[src/rtl/core/cqar_pkg.sv]
// Package for the stop-and-wait command queue.
// Holds the item structs, the controller/datapath command and status structs,
// and the request, event, status and register codes. No dependencies.
package cqar_pkg;

  localparam int unsigned TMR_W = 17;
  localparam int unsigned ATT_W = 3;
  localparam int unsigned CFG_IDX_W = 2;

  localparam logic [1:0] REQ_ENQ  = 2'd0;
  localparam logic [1:0] REQ_RSP  = 2'd1;
  localparam logic [1:0] REQ_TICK = 2'd2;

  localparam logic [2:0] KIND_TX       = 3'd0;
  localparam logic [2:0] KIND_QUERY    = 3'd1;
  localparam logic [2:0] KIND_DONE     = 3'd2;
  localparam logic [2:0] KIND_ERRREPLY = 3'd3;
  localparam logic [2:0] KIND_CONNERR  = 3'd4;
  localparam logic [2:0] KIND_REJECT   = 3'd5;

  localparam logic [7:0] STATUS_ACK = 8'h33;
  localparam logic [7:0] STATUS_ERR = 8'h55;
  localparam logic [7:0] CMD_FOLLOW = 8'h24;
  localparam logic [7:0] QUERY_DEV  = 8'h02;
  localparam logic [7:0] QUERY_CMD  = 8'h76;
  localparam logic [7:0] CTRL_DEV   = 8'h01;

  localparam logic [CFG_IDX_W-1:0] CFG_SHORT_TO = 2'd0;
  localparam logic [CFG_IDX_W-1:0] CFG_LONG_TO  = 2'd1;
  localparam logic [CFG_IDX_W-1:0] CFG_MAX_ATT  = 2'd2;

  localparam logic [TMR_W-1:0] SHORT_TO_RST = 17'd2000;
  localparam logic [TMR_W-1:0] LONG_TO_RST  = 17'd120000;
  localparam logic [ATT_W-1:0] MAX_ATT_RST  = 3'd3;
  localparam logic [ATT_W-1:0] ATT_SAT      = 3'd7;

  localparam logic [1:0] SRC_INPUT = 2'd0;
  localparam logic [1:0] SRC_HEAD  = 2'd1;
  localparam logic [1:0] SRC_QUERY = 2'd2;

  typedef struct packed {
    logic [1:0]  req_type;
    logic [7:0]  dev_id;
    logic [7:0]  cmd_code;
    logic [7:0]  status_code;
    logic [15:0] payload_tag;
  } in_item_t;

  typedef struct packed {
    logic [2:0]  event_kind;
    logic        to_ctrl_port;
    logic [7:0]  out_dev_id;
    logic [7:0]  out_cmd_code;
    logic [15:0] out_tag;
    logic        last_result;
  } out_item_t;

  typedef struct packed {
    logic       latch_in;
    logic       enq_write;
    logic       retire;
    logic       set_long;
    logic       tick_dec;
    logic       timeout;
    logic       flush;
    logic       tx_start;
    logic       tx_clr_tc;
    logic       out_load;
    logic [2:0] out_kind;
    logic [1:0] out_src;
    logic       out_last;
  } dp_cmd_t;

  typedef struct packed {
    logic [1:0] req_type;
    logic       full;
    logic       cnt_nz;
    logic       cnt_gt1;
    logic       awaiting;
    logic       head_match;
    logic       is_ack;
    logic       is_err;
    logic       cmd_follow;
    logic       timer_le1;
    logic       tc_under_max;
    logic       out_free;
  } dp_sts_t;

endpackage

[src/rtl/core/cqar_dp.sv]
// Datapath of the command queue: pending store, ring pointers, wait timer,
// retry count, configuration registers and the output register.
// Depends on cqar_pkg; driven by cqar_ctrl through dp_cmd_t.
module cqar_dp #(
  parameter int unsigned QUEUE_DEPTH = 16
) (
  input  logic                          clk_i,
  input  logic                          rst_ni,
  input  cqar_pkg::in_item_t            in_item_i,
  input  logic                          cfg_we_i,
  input  logic [cqar_pkg::CFG_IDX_W-1:0] cfg_idx_i,
  input  logic [cqar_pkg::TMR_W-1:0]    cfg_wdata_i,
  input  cqar_pkg::dp_cmd_t             cmd_i,
  output cqar_pkg::dp_sts_t             sts_o,
  input  logic                          out_stall_i,
  output logic                          out_valid_o,
  output cqar_pkg::out_item_t           out_item_o
);
  import cqar_pkg::*;

  localparam int unsigned IDX_W = (QUEUE_DEPTH > 1) ? $clog2(QUEUE_DEPTH) : 1;
  localparam int unsigned CNT_W = $clog2(QUEUE_DEPTH + 1);
  localparam logic [IDX_W-1:0] IDX_LAST = IDX_W'(QUEUE_DEPTH - 1);
  localparam logic [CNT_W-1:0] CNT_FULL = CNT_W'(QUEUE_DEPTH);

  logic [31:0]      mem [QUEUE_DEPTH];
  logic [31:0]      rd_q;
  in_item_t         in_q;
  logic [IDX_W-1:0] head_q, head_d, tail_q, tail_d;
  logic [CNT_W-1:0] cnt_q, cnt_d;
  logic             await_q, await_d;
  logic [ATT_W-1:0] tc_q, tc_d, tc_inc;
  logic [TMR_W-1:0] timer_q, timer_d;
  logic [TMR_W-1:0] short_q, long_q;
  logic [ATT_W-1:0] max_q;
  logic             out_valid_q;
  out_item_t        out_q;
  logic [7:0]       sel_dev, sel_cmd;

  always_ff @(posedge clk_i) begin
    if (cmd_i.enq_write) begin
      mem[tail_q] <= {in_q.dev_id, in_q.cmd_code, in_q.payload_tag};
    end
    rd_q <= mem[head_q];
  end

  always_ff @(posedge clk_i) begin
    if (cmd_i.latch_in) begin
      in_q <= in_item_i;
    end
  end

  assign tc_inc = (tc_q == ATT_SAT) ? ATT_SAT : tc_q + 1'b1;

  always_comb begin
    head_d  = head_q;
    tail_d  = tail_q;
    cnt_d   = cnt_q;
    await_d = await_q;
    tc_d    = tc_q;
    timer_d = timer_q;
    if (cmd_i.enq_write) begin
      tail_d = (tail_q == IDX_LAST) ? '0 : tail_q + 1'b1;
      cnt_d  = cnt_q + 1'b1;
    end
    if (cmd_i.set_long) begin
      timer_d = long_q;
    end
    if (cmd_i.tick_dec) begin
      timer_d = timer_q - 1'b1;
    end
    if (cmd_i.retire) begin
      head_d  = (head_q == IDX_LAST) ? '0 : head_q + 1'b1;
      cnt_d   = cnt_q - 1'b1;
      await_d = 1'b0;
      timer_d = '0;
    end
    if (cmd_i.timeout) begin
      tc_d    = tc_inc;
      await_d = 1'b0;
      timer_d = '0;
    end
    if (cmd_i.flush) begin
      head_d  = '0;
      tail_d  = '0;
      cnt_d   = '0;
      await_d = 1'b0;
      timer_d = '0;
    end
    if (cmd_i.tx_start) begin
      await_d = 1'b1;
      timer_d = short_q;
      if (cmd_i.tx_clr_tc) begin
        tc_d = '0;
      end
    end
  end

  always_ff @(posedge clk_i or negedge rst_ni) begin
    if (!rst_ni) begin
      head_q  <= '0;
      tail_q  <= '0;
      cnt_q   <= '0;
      await_q <= 1'b0;
      tc_q    <= '0;
      timer_q <= '0;
      short_q <= SHORT_TO_RST;
      long_q  <= LONG_TO_RST;
      max_q   <= MAX_ATT_RST;
    end else begin
      head_q  <= head_d;
      tail_q  <= tail_d;
      cnt_q   <= cnt_d;
      await_q <= await_d;
      tc_q    <= tc_d;
      timer_q <= timer_d;
      if (cfg_we_i) begin
        case (cfg_idx_i)
          CFG_SHORT_TO: short_q <= cfg_wdata_i;
          CFG_LONG_TO:  long_q  <= cfg_wdata_i;
          CFG_MAX_ATT:  max_q   <= cfg_wdata_i[ATT_W-1:0];
          default: ;
        endcase
      end
    end
  end

  always_comb begin
    sts_o.req_type     = in_q.req_type;
    sts_o.full         = (cnt_q >= CNT_FULL);
    sts_o.cnt_nz       = (cnt_q != '0);
    sts_o.cnt_gt1      = (cnt_q > CNT_W'(1));
    sts_o.awaiting     = await_q;
    sts_o.head_match   = await_q && (cnt_q != '0) && (rd_q[31:24] == in_q.dev_id)
                         && (rd_q[23:16] == in_q.cmd_code);
    sts_o.is_ack       = (in_q.status_code == STATUS_ACK);
    sts_o.is_err       = (in_q.status_code == STATUS_ERR);
    sts_o.cmd_follow   = (in_q.cmd_code == CMD_FOLLOW);
    sts_o.timer_le1    = (timer_q <= TMR_W'(1));
    sts_o.tc_under_max = (tc_inc < max_q);
    sts_o.out_free     = !out_valid_q || !out_stall_i;
  end

  always_comb begin
    case (cmd_i.out_src)
      SRC_HEAD: begin
        sel_dev = rd_q[31:24];
        sel_cmd = rd_q[23:16];
      end
      SRC_QUERY: begin
        sel_dev = QUERY_DEV;
        sel_cmd = QUERY_CMD;
      end
      default: begin
        sel_dev = in_q.dev_id;
        sel_cmd = in_q.cmd_code;
      end
    endcase
  end

  always_ff @(posedge clk_i or negedge rst_ni) begin
    if (!rst_ni) begin
      out_valid_q <= 1'b0;
    end else if (cmd_i.out_load) begin
      out_valid_q <= 1'b1;
    end else if (!out_stall_i) begin
      out_valid_q <= 1'b0;
    end
  end

  always_ff @(posedge clk_i) begin
    if (cmd_i.out_load) begin
      out_q.event_kind   <= cmd_i.out_kind;
      out_q.to_ctrl_port <= (sel_dev == CTRL_DEV);
      out_q.out_dev_id   <= sel_dev;
      out_q.out_cmd_code <= sel_cmd;
      out_q.out_tag      <= (cmd_i.out_kind == KIND_TX) ? rd_q[15:0] : 16'd0;
      out_q.last_result  <= cmd_i.out_last;
    end
  end

  assign out_valid_o = out_valid_q;
  assign out_item_o  = out_q;

endmodule

[src/rtl/core/cqar_ctrl.sv]
// Controller of the command queue: sequences accept, evaluation and the
// results of one item. Depends on cqar_pkg; commands cqar_dp via dp_cmd_t.
module cqar_ctrl (
  input  logic              clk_i,
  input  logic              rst_ni,
  input  logic              in_valid_i,
  output logic              in_stall_o,
  input  cqar_pkg::dp_sts_t sts_i,
  output cqar_pkg::dp_cmd_t cmd_o
);
  import cqar_pkg::*;

  localparam logic [3:0] S_IDLE  = 4'd0;
  localparam logic [3:0] S_EVAL  = 4'd1;
  localparam logic [3:0] S_QUERY = 4'd2;
  localparam logic [3:0] S_DONE  = 4'd3;
  localparam logic [3:0] S_ERR   = 4'd4;
  localparam logic [3:0] S_REJ   = 4'd5;
  localparam logic [3:0] S_CONN  = 4'd6;
  localparam logic [3:0] S_SYNC  = 4'd7;
  localparam logic [3:0] S_TX    = 4'd8;

  logic [3:0] state_q, state_d;
  logic       tx_pend_q, tx_pend_d;
  logic       tx_clr_q, tx_clr_d;
  logic       match;

  assign match      = sts_i.head_match;
  assign in_stall_o = (state_q != S_IDLE);

  always_comb begin
    state_d   = state_q;
    tx_pend_d = tx_pend_q;
    tx_clr_d  = tx_clr_q;
    cmd_o     = '0;
    cmd_o.out_src = SRC_INPUT;
    case (state_q)
      S_IDLE: begin
        if (in_valid_i) begin
          cmd_o.latch_in = 1'b1;
          state_d        = S_EVAL;
        end
      end
      S_EVAL: begin
        state_d = S_IDLE;
        case (sts_i.req_type)
          REQ_ENQ: begin
            if (sts_i.full) begin
              state_d = S_REJ;
            end else begin
              cmd_o.enq_write = 1'b1;
              if (!sts_i.awaiting) begin
                tx_clr_d = 1'b1;
                state_d  = S_SYNC;
              end
            end
          end
          REQ_RSP: begin
            if (sts_i.is_ack) begin
              cmd_o.retire = match;
              tx_pend_d    = !(sts_i.awaiting && !match)
                             && (match ? sts_i.cnt_gt1 : sts_i.cnt_nz);
              tx_clr_d     = 1'b1;
              state_d      = (match && sts_i.cmd_follow) ? S_QUERY : S_DONE;
            end else if (sts_i.is_err) begin
              cmd_o.retire = match;
              state_d      = S_ERR;
            end else begin
              cmd_o.set_long = match;
            end
          end
          REQ_TICK: begin
            if (sts_i.awaiting) begin
              if (sts_i.timer_le1) begin
                cmd_o.timeout = 1'b1;
                if (sts_i.tc_under_max) begin
                  tx_clr_d = 1'b0;
                  state_d  = S_SYNC;
                end else if (sts_i.cnt_nz) begin
                  state_d = S_CONN;
                end
              end else begin
                cmd_o.tick_dec = 1'b1;
              end
            end
          end
          default: ;
        endcase
      end
      S_QUERY: begin
        if (sts_i.out_free) begin
          cmd_o.out_load = 1'b1;
          cmd_o.out_kind = KIND_QUERY;
          cmd_o.out_src  = SRC_QUERY;
          state_d        = S_DONE;
        end
      end
      S_DONE: begin
        if (sts_i.out_free) begin
          cmd_o.out_load = 1'b1;
          cmd_o.out_kind = KIND_DONE;
          cmd_o.out_last = !tx_pend_q;
          state_d        = tx_pend_q ? S_SYNC : S_IDLE;
        end
      end
      S_ERR: begin
        if (sts_i.out_free) begin
          cmd_o.out_load = 1'b1;
          cmd_o.out_kind = KIND_ERRREPLY;
          cmd_o.out_last = 1'b1;
          state_d        = S_IDLE;
        end
      end
      S_REJ: begin
        if (sts_i.out_free) begin
          cmd_o.out_load = 1'b1;
          cmd_o.out_kind = KIND_REJECT;
          cmd_o.out_last = 1'b1;
          state_d        = S_IDLE;
        end
      end
      S_CONN: begin
        if (sts_i.out_free) begin
          cmd_o.out_load = 1'b1;
          cmd_o.out_kind = KIND_CONNERR;
          cmd_o.out_src  = SRC_HEAD;
          cmd_o.out_last = 1'b1;
          cmd_o.flush    = 1'b1;
          state_d        = S_IDLE;
        end
      end
      S_SYNC: begin
        // head entry read settles after a pointer move or store write
        state_d = S_TX;
      end
      S_TX: begin
        if (sts_i.out_free) begin
          cmd_o.out_load  = 1'b1;
          cmd_o.out_kind  = KIND_TX;
          cmd_o.out_src   = SRC_HEAD;
          cmd_o.out_last  = 1'b1;
          cmd_o.tx_start  = 1'b1;
          cmd_o.tx_clr_tc = tx_clr_q;
          state_d         = S_IDLE;
        end
      end
      default: begin
        state_d = S_IDLE;
      end
    endcase
  end

  always_ff @(posedge clk_i or negedge rst_ni) begin
    if (!rst_ni) begin
      state_q   <= S_IDLE;
      tx_pend_q <= 1'b0;
      tx_clr_q  <= 1'b0;
    end else begin
      state_q   <= state_d;
      tx_pend_q <= tx_pend_d;
      tx_clr_q  <= tx_clr_d;
    end
  end

endmodule

[src/rtl/core/command_queue_ack_retry.sv]
// Top level of the stop-and-wait command queue with acknowledge and retry.
// Joins cqar_ctrl and cqar_dp; types and codes from cqar_pkg.
//
//   channel  direction  handshake                 payload
//   in       input      in_valid_i / in_stall_o   cqar_pkg::in_item_t
//   out      output     out_valid_o / out_stall_i cqar_pkg::out_item_t
//   cfg      input      cfg_we_i                  cfg_idx_i, cfg_wdata_i
//
// An item is accepted, then evaluated, then each result is loaded into the output
// register; before a transmit, a sync state waits for the registered head read
// of the store. There is one registered store read port and one output register.
// The store is not cleared at reset; only entries once written are read.
// A stalled output holds the sequencer in a result state; no item is taken then.
module command_queue_ack_retry #(
  parameter int unsigned QUEUE_DEPTH = 16
) (
  input  logic                           clk_i,
  input  logic                           rst_ni,
  input  logic                           in_valid_i,
  output logic                           in_stall_o,
  input  cqar_pkg::in_item_t             in_item_i,
  output logic                           out_valid_o,
  input  logic                           out_stall_i,
  output cqar_pkg::out_item_t            out_item_o,
  input  logic                           cfg_we_i,
  input  logic [cqar_pkg::CFG_IDX_W-1:0] cfg_idx_i,
  input  logic [cqar_pkg::TMR_W-1:0]     cfg_wdata_i
);
  import cqar_pkg::*;

  dp_cmd_t cmd;
  dp_sts_t sts;

  cqar_ctrl u_ctrl (
    .clk_i      (clk_i),
    .rst_ni     (rst_ni),
    .in_valid_i (in_valid_i),
    .in_stall_o (in_stall_o),
    .sts_i      (sts),
    .cmd_o      (cmd)
  );

  cqar_dp #(
    .QUEUE_DEPTH (QUEUE_DEPTH)
  ) u_dp (
    .clk_i       (clk_i),
    .rst_ni      (rst_ni),
    .in_item_i   (in_item_i),
    .cfg_we_i    (cfg_we_i),
    .cfg_idx_i   (cfg_idx_i),
    .cfg_wdata_i (cfg_wdata_i),
    .cmd_i       (cmd),
    .sts_o       (sts),
    .out_stall_i (out_stall_i),
    .out_valid_o (out_valid_o),
    .out_item_o  (out_item_o)
  );

endmodule

[config.mk]
export PLATFORM = sky130hd
export DESIGN_NAME = command_queue_ack_retry
export DESIGN_NICKNAME = d
export VERILOG_FILES = /design/src/rtl/core/cqar_pkg.sv /design/src/rtl/core/cqar_dp.sv /design/src/rtl/core/cqar_ctrl.sv /design/src/rtl/core/command_queue_ack_retry.sv
export SDC_FILE = /design/constraint.sdc
export NUM_CORES = 1
export LEC_CHECK = 0
export BUFFER_PORTS_ARGS = -buffer_cell sky130_fd_sc_hd__clkbuf_2
export CAP_MARGIN = 20
export CORE_MARGIN = 2
export CORE_UTILIZATION = 50
export CTS_BUF_LIST = sky130_fd_sc_hd__clkbuf_8
export CTS_CLUSTER_DIAMETER = 100
export DETAILED_ROUTE_END_ITERATION = 10
export GPL_TIMING_DRIVEN = 0
export PLACE_DENSITY = 0.66
export SLEW_MARGIN = 20
export SYNTH_ARGS = -nofsm -noshare
export SYNTH_HDL_FRONTEND = slang
export SYNTH_SLANG_ARGS = --single-unit
[constraint.sdc]
create_clock -name clk_i -period 5.7 [get_ports clk_i]
set_input_delay 0.57 -clock clk_i [delete_from_list [all_inputs] [get_ports clk_i]]
set_output_delay 0.57 -clock clk_i [all_outputs]
set_load 0.01 [all_outputs]
# Yosys cells after proc, flatten, opt, wreduce, memory -nomap -nowiden
# Memory sizes are Yosys's and may differ from the RTL's. A register that Yosys moved wholly into a read port is not among the register bits.
# Index checks and enable logic that the tools add are counted.
# totals
mem_bits_rw	512
latchBits	0
memories	1
elab_cells	181
output_inout_bits	39
reg_bits	157
rom_bits	0
in_bits	66
# op_classes
n_eq_ne	34
n_shift	0
bitwise	0
n_mul	0
div	0
reduce_logical	32
n_addsub	6
n_mux	80
order_cmp	4
# mem_list
name	depth	width	rd	rd_ports_with_merged_regs	wr	line	text
u_dp.mem	16	32	1	1	1	cqar_dp.sv:26	logic [31:0] mem [QUEUE_DEPTH];
# op_table
cell	n
$mux W17	6
$mux W4	17
$pmux W4 S6	2
$pmux W8 S2	2
$mux W1	29
$mux W3	9
$mux W5	4
$le A17 B1 Y1 const B	1
$sub A17 B1 Y17 const B	1
$eq A4 B3 Y1 const B	4
$eq A8 B6 Y1 const B	2
$eq A8 B8 Y1	2
$ne A2 B2 Y1 const B	8
$eq A4 B4 Y1 const B	3
$pmux W4 S3	1
$mux W9	1
$add A4 B1 Y4 const B	2
$eq A4 B2 Y1 const B	2
$eq A8 B1 Y1 const B	1
$eq A8 B7 Y1 const B	1
$mux W2	4
$reduce_and A8 Y1	1
$reduce_bool A4 Y1	2
$mux W7	1
other kinds (30)	50

# Logic depth before layout (Yosys ltp)
# depth
word_depth	14
mapped_depth	10
mapped_depth_nobuf	9

# Cells and area by module
# A second synthesis with hierarchy kept.
# unflattened
hier_cells	1564
area_unflattened_um2	27742.9
# modules_own_cells
module	cells_each	n_inst	area_each_um2	seq_area_each_um2
cqar_dp	1468	1	27037.2	20208.1
cqar_ctrl	96	1	705.7	150.1

# Least setup slack after synthesis
# Ideal clock, no wire load.
# synth_timing
path_type	reg2reg
from	reg u_ctrl.state_q[1]
to	mem u_dp.mem[4][0] (enable)
synth_period_minus_slack_ps	4311
setup_slack_ps	1389
required_time_ps	5239
path_buffers	2
arrival_ps	3851
path_stages_with_launch	7
setup_ps	461
cell_sequence	dfrtp_1 -> buf_2 -> or4b_1 -> buf_2 -> nor4_1 -> nand2_1 -> nor3_1
# synth_via
elab_chain_cells	4
# synth_lines
item	line	text
start, declared	cqar_ctrl.sv:23	logic [3:0] state_q, state_d;
start signal, assigned	cqar_ctrl.sv:159	state_q <= state_d;
$eq A4 B1 Y1	cqar_ctrl.sv:37	case (state_q)
$mux W5	cqar_ctrl.sv:37	
$mux W1	cqar_dp.sv:41	if (cmd_i.enq_write) begin
$mux W1 (not written as such)	cqar_dp.sv:42	mem[tail_q] <= {in_q.dev_id, in_q.cmd_code, in_q.payload_tag};
end, declared	cqar_dp.sv:26	
# Every way passes these cells.

# Final worst setup path
# layout_timing
from	reg u_ctrl.state_q[2]
to	mem u_dp.mem[9][18] (enable)
# Same word-level chain as after synthesis.

==> flow_summary_export.csv <==
group,metric,value,unit
place,hpwl,38.64,mm
sta,max_freq,0.2708,GHz
die,die_area,56920,sq um
sta,slew_headroom,31.29,%
die,die_h,238.6,microns
global_routing,grt_max_degree,50,
cells_and_area,instances_no_fill,2493,
synth,ys_types,67,
cts,clk_path_buf_depth,3,
synth,avgSynthCellArea,19.17,sq um
place,io_buffers,104,
synth,ys.warnings.count,0,
place,gp_congestion,0.8312,
die,io-pin-count,105,
global_routing,grt_usage,22.72,%
critical_path,path_common_cell,"buf_2",
status,run_status,"finished, final reports clean",
cells_and_area,n_fill_cell,3987,
critical_path,endpoint_kind,"register",
sta,setup_viol,0,
die,start_util,50.82,%
critical_path,cp_cell_sequence,"clkbuf_1 -> or4b_1 -> buf_2 -> nor4_1 -> buf_2 -> nand3b_1 -> nor2_4 -> buf_12",
global_routing,gr-total-overflow,0,
cts,htreeDepth,3,
routing,drc_errors,0,
cts,cts.sinks,701,
critical_path,critical_path_class,"reg -> reg",
pwr,leakage,0.01060,uW
cts,post_cts_resized,0,
synth,synth_fp_nets,1516,
pwr,power.switching,3017,uW
sta,rsz0062_at_grt,"no",
job,cap_violations,0,
critical_path,arrival,4.09,ns
cells_and_area,finalNetCount,1782,
cells_and_area,final_cell_mix,"edfxtp_1 (591), mux4_2 (160), clkbuf_8 (124)",
die,die_width,238.6,microns
cts,cts_root_buffer,"clkbuf_8",
sta,setup_ws,2.007,ns
sta,hold_ws,0.04927,ns
global_routing,grt_pass1_wl,93.35,mm
routing,num_vias,14440,
sta,period_needed,3.693,ns
synth,ys_seq_area_share,74.00,%
pwr,combPwrFrac,9.9,%
synth,async_reset_ff_share,11.13,%
pwr,finalPower,11820,uW
pwr,p_clk_share,34.9,%
cells_and_area,syn_to_final_growth,15.56,%
routing,routedWlPerCell,25.13,microns
cts,numCtsBuffers,111,
sta,slew_violations,0,
critical_path,max_stage_delay,0.70,ns
cts,cts_tree,"yes",
cts,path_clk_slew,0.06,ns
global_routing,antenna_found_initial,1,
cells_and_area,drive_gt1_share,30.18,%
pwr,p_seq_share,55.2,%
routing,drtIter0Drc,1401,
routing,ant_nets,0,
die,rows,85,
pwr,swShare,25.52,%
cts,cts_setup_buffers,0,
cells_and_area,final_util,58.73,%
pwr,ir_drop,0.0002875,V
routing,firstDrtPassIters,5,
pwr,p_per_area,371.8,nW/um^2
critical_path,slowest_stage,"nor2_4",
sta,worstMarginPinSlew,1.031,ns
critical_path,worstPathRequired,6.09,ns
synth,yosys_register_bits,701,
synth,ys.flop_type,"edfxtp_1",
cells_and_area,final_common_cell,"edfxtp_1",
synth,synth_area,27510,sq um
die,core_area,54130,sq um
pwr,p_int,8805,uW
synth,synth_edf_count,591,
cells_and_area,regArea,20360,sq um
critical_path,path_max_fanout,17,
critical_path,crit_path_start_kind,"register",
place,dpl.cell_count,2264,
sta,skew,0.03167,ns
cts,ctsHoldBuffers,20,
worst_hold_path,hp-class,"in -> reg",
cells_and_area,multi_input_area,6863,sq um
sta,finalHoldViolations,0,
place,pre_cts_ws,1.994,ns
routing,routed_wl,62.64,mm
routing,via_per_inst,5.794,
sta,fin_crit_sh,64.79,%
cts,clock_latency,0.72,ns
synth,synth_cells,1435,
global_routing,grt_pass1_vias,15020,
==> final timing paths <==
path                                                endpoint                           from  slack (ns)  cells past startpoint
min in group asynchronous       u_dp.short_q[13]$_DFFE_PN0P_                         rst_ni        0.39                      2
setup / recovery                   u_dp.mem[9][18]$_DFFE_PP_  u_ctrl.state_q[2]$_DFFE_PN0P_        2.01                      8
setup reg to reg                   u_dp.mem[9][18]$_DFFE_PP_  u_ctrl.state_q[2]$_DFFE_PN0P_        2.01                      8
hold reg to reg            u_dp.out_item_o[16]$_SDFFCE_PP0P_          u_dp.rd_q[15]$_DFF_P_        0.50                      1
hold / removal                        u_dp.in_q[6]$_DFFE_PP_                   in_item_i[6]        0.05                      1
max in group asynchronous          u_dp.max_q[0]$_DFFE_PN1P_                         rst_ni        4.66                      3
==> power groups by stage <==
stage	Sequential, uW	Combinational [uW]	Clock (uW)
2_1_floorplan	6520	720	0
3_3_place_gp	6620	1070	0
3_5_place_dp	6630	1170	0
4_1_cts	6530	1190	4200
5_1_grt	6580	1290	4430
6_report	6530	1170	4120
==> cell type report <==
type	instances	share of cell area [%]
Sequential cell	701	64.03
Multi-Input combinational cell	638	21.59
Clock buffer	124	5.368
Timing Repair Buffer	153	3.530
Tap cell	696	2.739
Clock inverter	84	1.507
Buffer	72	0.9445
Inverter	24	0.2834
Antenna cell	1	0.007871
==> synthesized netlist by cell type, drive strengths merged (12+ instances only) <==
library cell,n,area [sq um]
mux2,38,427.9
buf,21,96.34
and2,28,175.2
inv,24,90.09
edfxtp,591,17750
nand2,86,322.8
mux2i,15,150.1
o22a,12,105.1
nor3,35,175.2
nor4,14,93.84
a21oi,27,135.1
xnor2,28,245.2
dfstp,15,394.1
mux4,160,3603
dfxtp,32,640.6
dfrtp,63,1577
nor2,36,137.6
ha,15,187.7
clkbuf,51,191.4
o21ai,35,186.4
==> registers in the layout, summed over array words and instances, names as in the netlist, 2 cells and up <==
register,count
u_dp.mem,512
u_dp.in_q,40
u_dp.out_item_o,37
u_dp.rd_q,32
u_dp.long_q,17
u_dp.short_q,17
u_dp.timer_q,17
u_dp.cnt_q,5
u_ctrl.state_q,4
u_dp.head_q,4
u_dp.tail_q,4
u_dp.max_q,3
u_dp.tc_q,3
u_dp.sts_o,2
==> worst max-delay path, delay by kind of cell, from the launching register on <==
kind / cells / cell delay [ns]
flops: 1 / 0.36
buf+inv: 4 / 0.99
simple gates: 4 / 2.02
==> layer usage <==
layer	wire length, microns	track usage [%]
met2	32240	38.70
met3	3818	3.938
met5	0	0
met1	25350	30.24
met4	1226	6.837
==> cell families (layout without fill, tap and decap cells) <==
family                   count (synthesis)  in the layout  synth area share, %
flip-flops                             701            701                74.00
AND/OR/NAND/NOR                        267            267                5.062
multiplexers                           213            213                15.20
AO/OA/AOI/OAI                          113            113                2.729
buffers and inverters                   96            457                1.373
XOR/XNOR                                30             30               0.9551
adder cells (fa/ha/maj)                 15             15               0.6822
other                                    0              1                    0
==> metrics by stage <==
stage | instance area [sq um] | setup TNS [ns]
6_report | 31790 | 0
2_1_floorplan | 27510 | 0
3_5_place_dp | 29400 | 0
4_1_cts | 31780 | 0
3_3_place_gp | 28900 | -227.69
5_1_grt | 31790 | 0
Note: power is estimated with default switching activity, not from simulation.
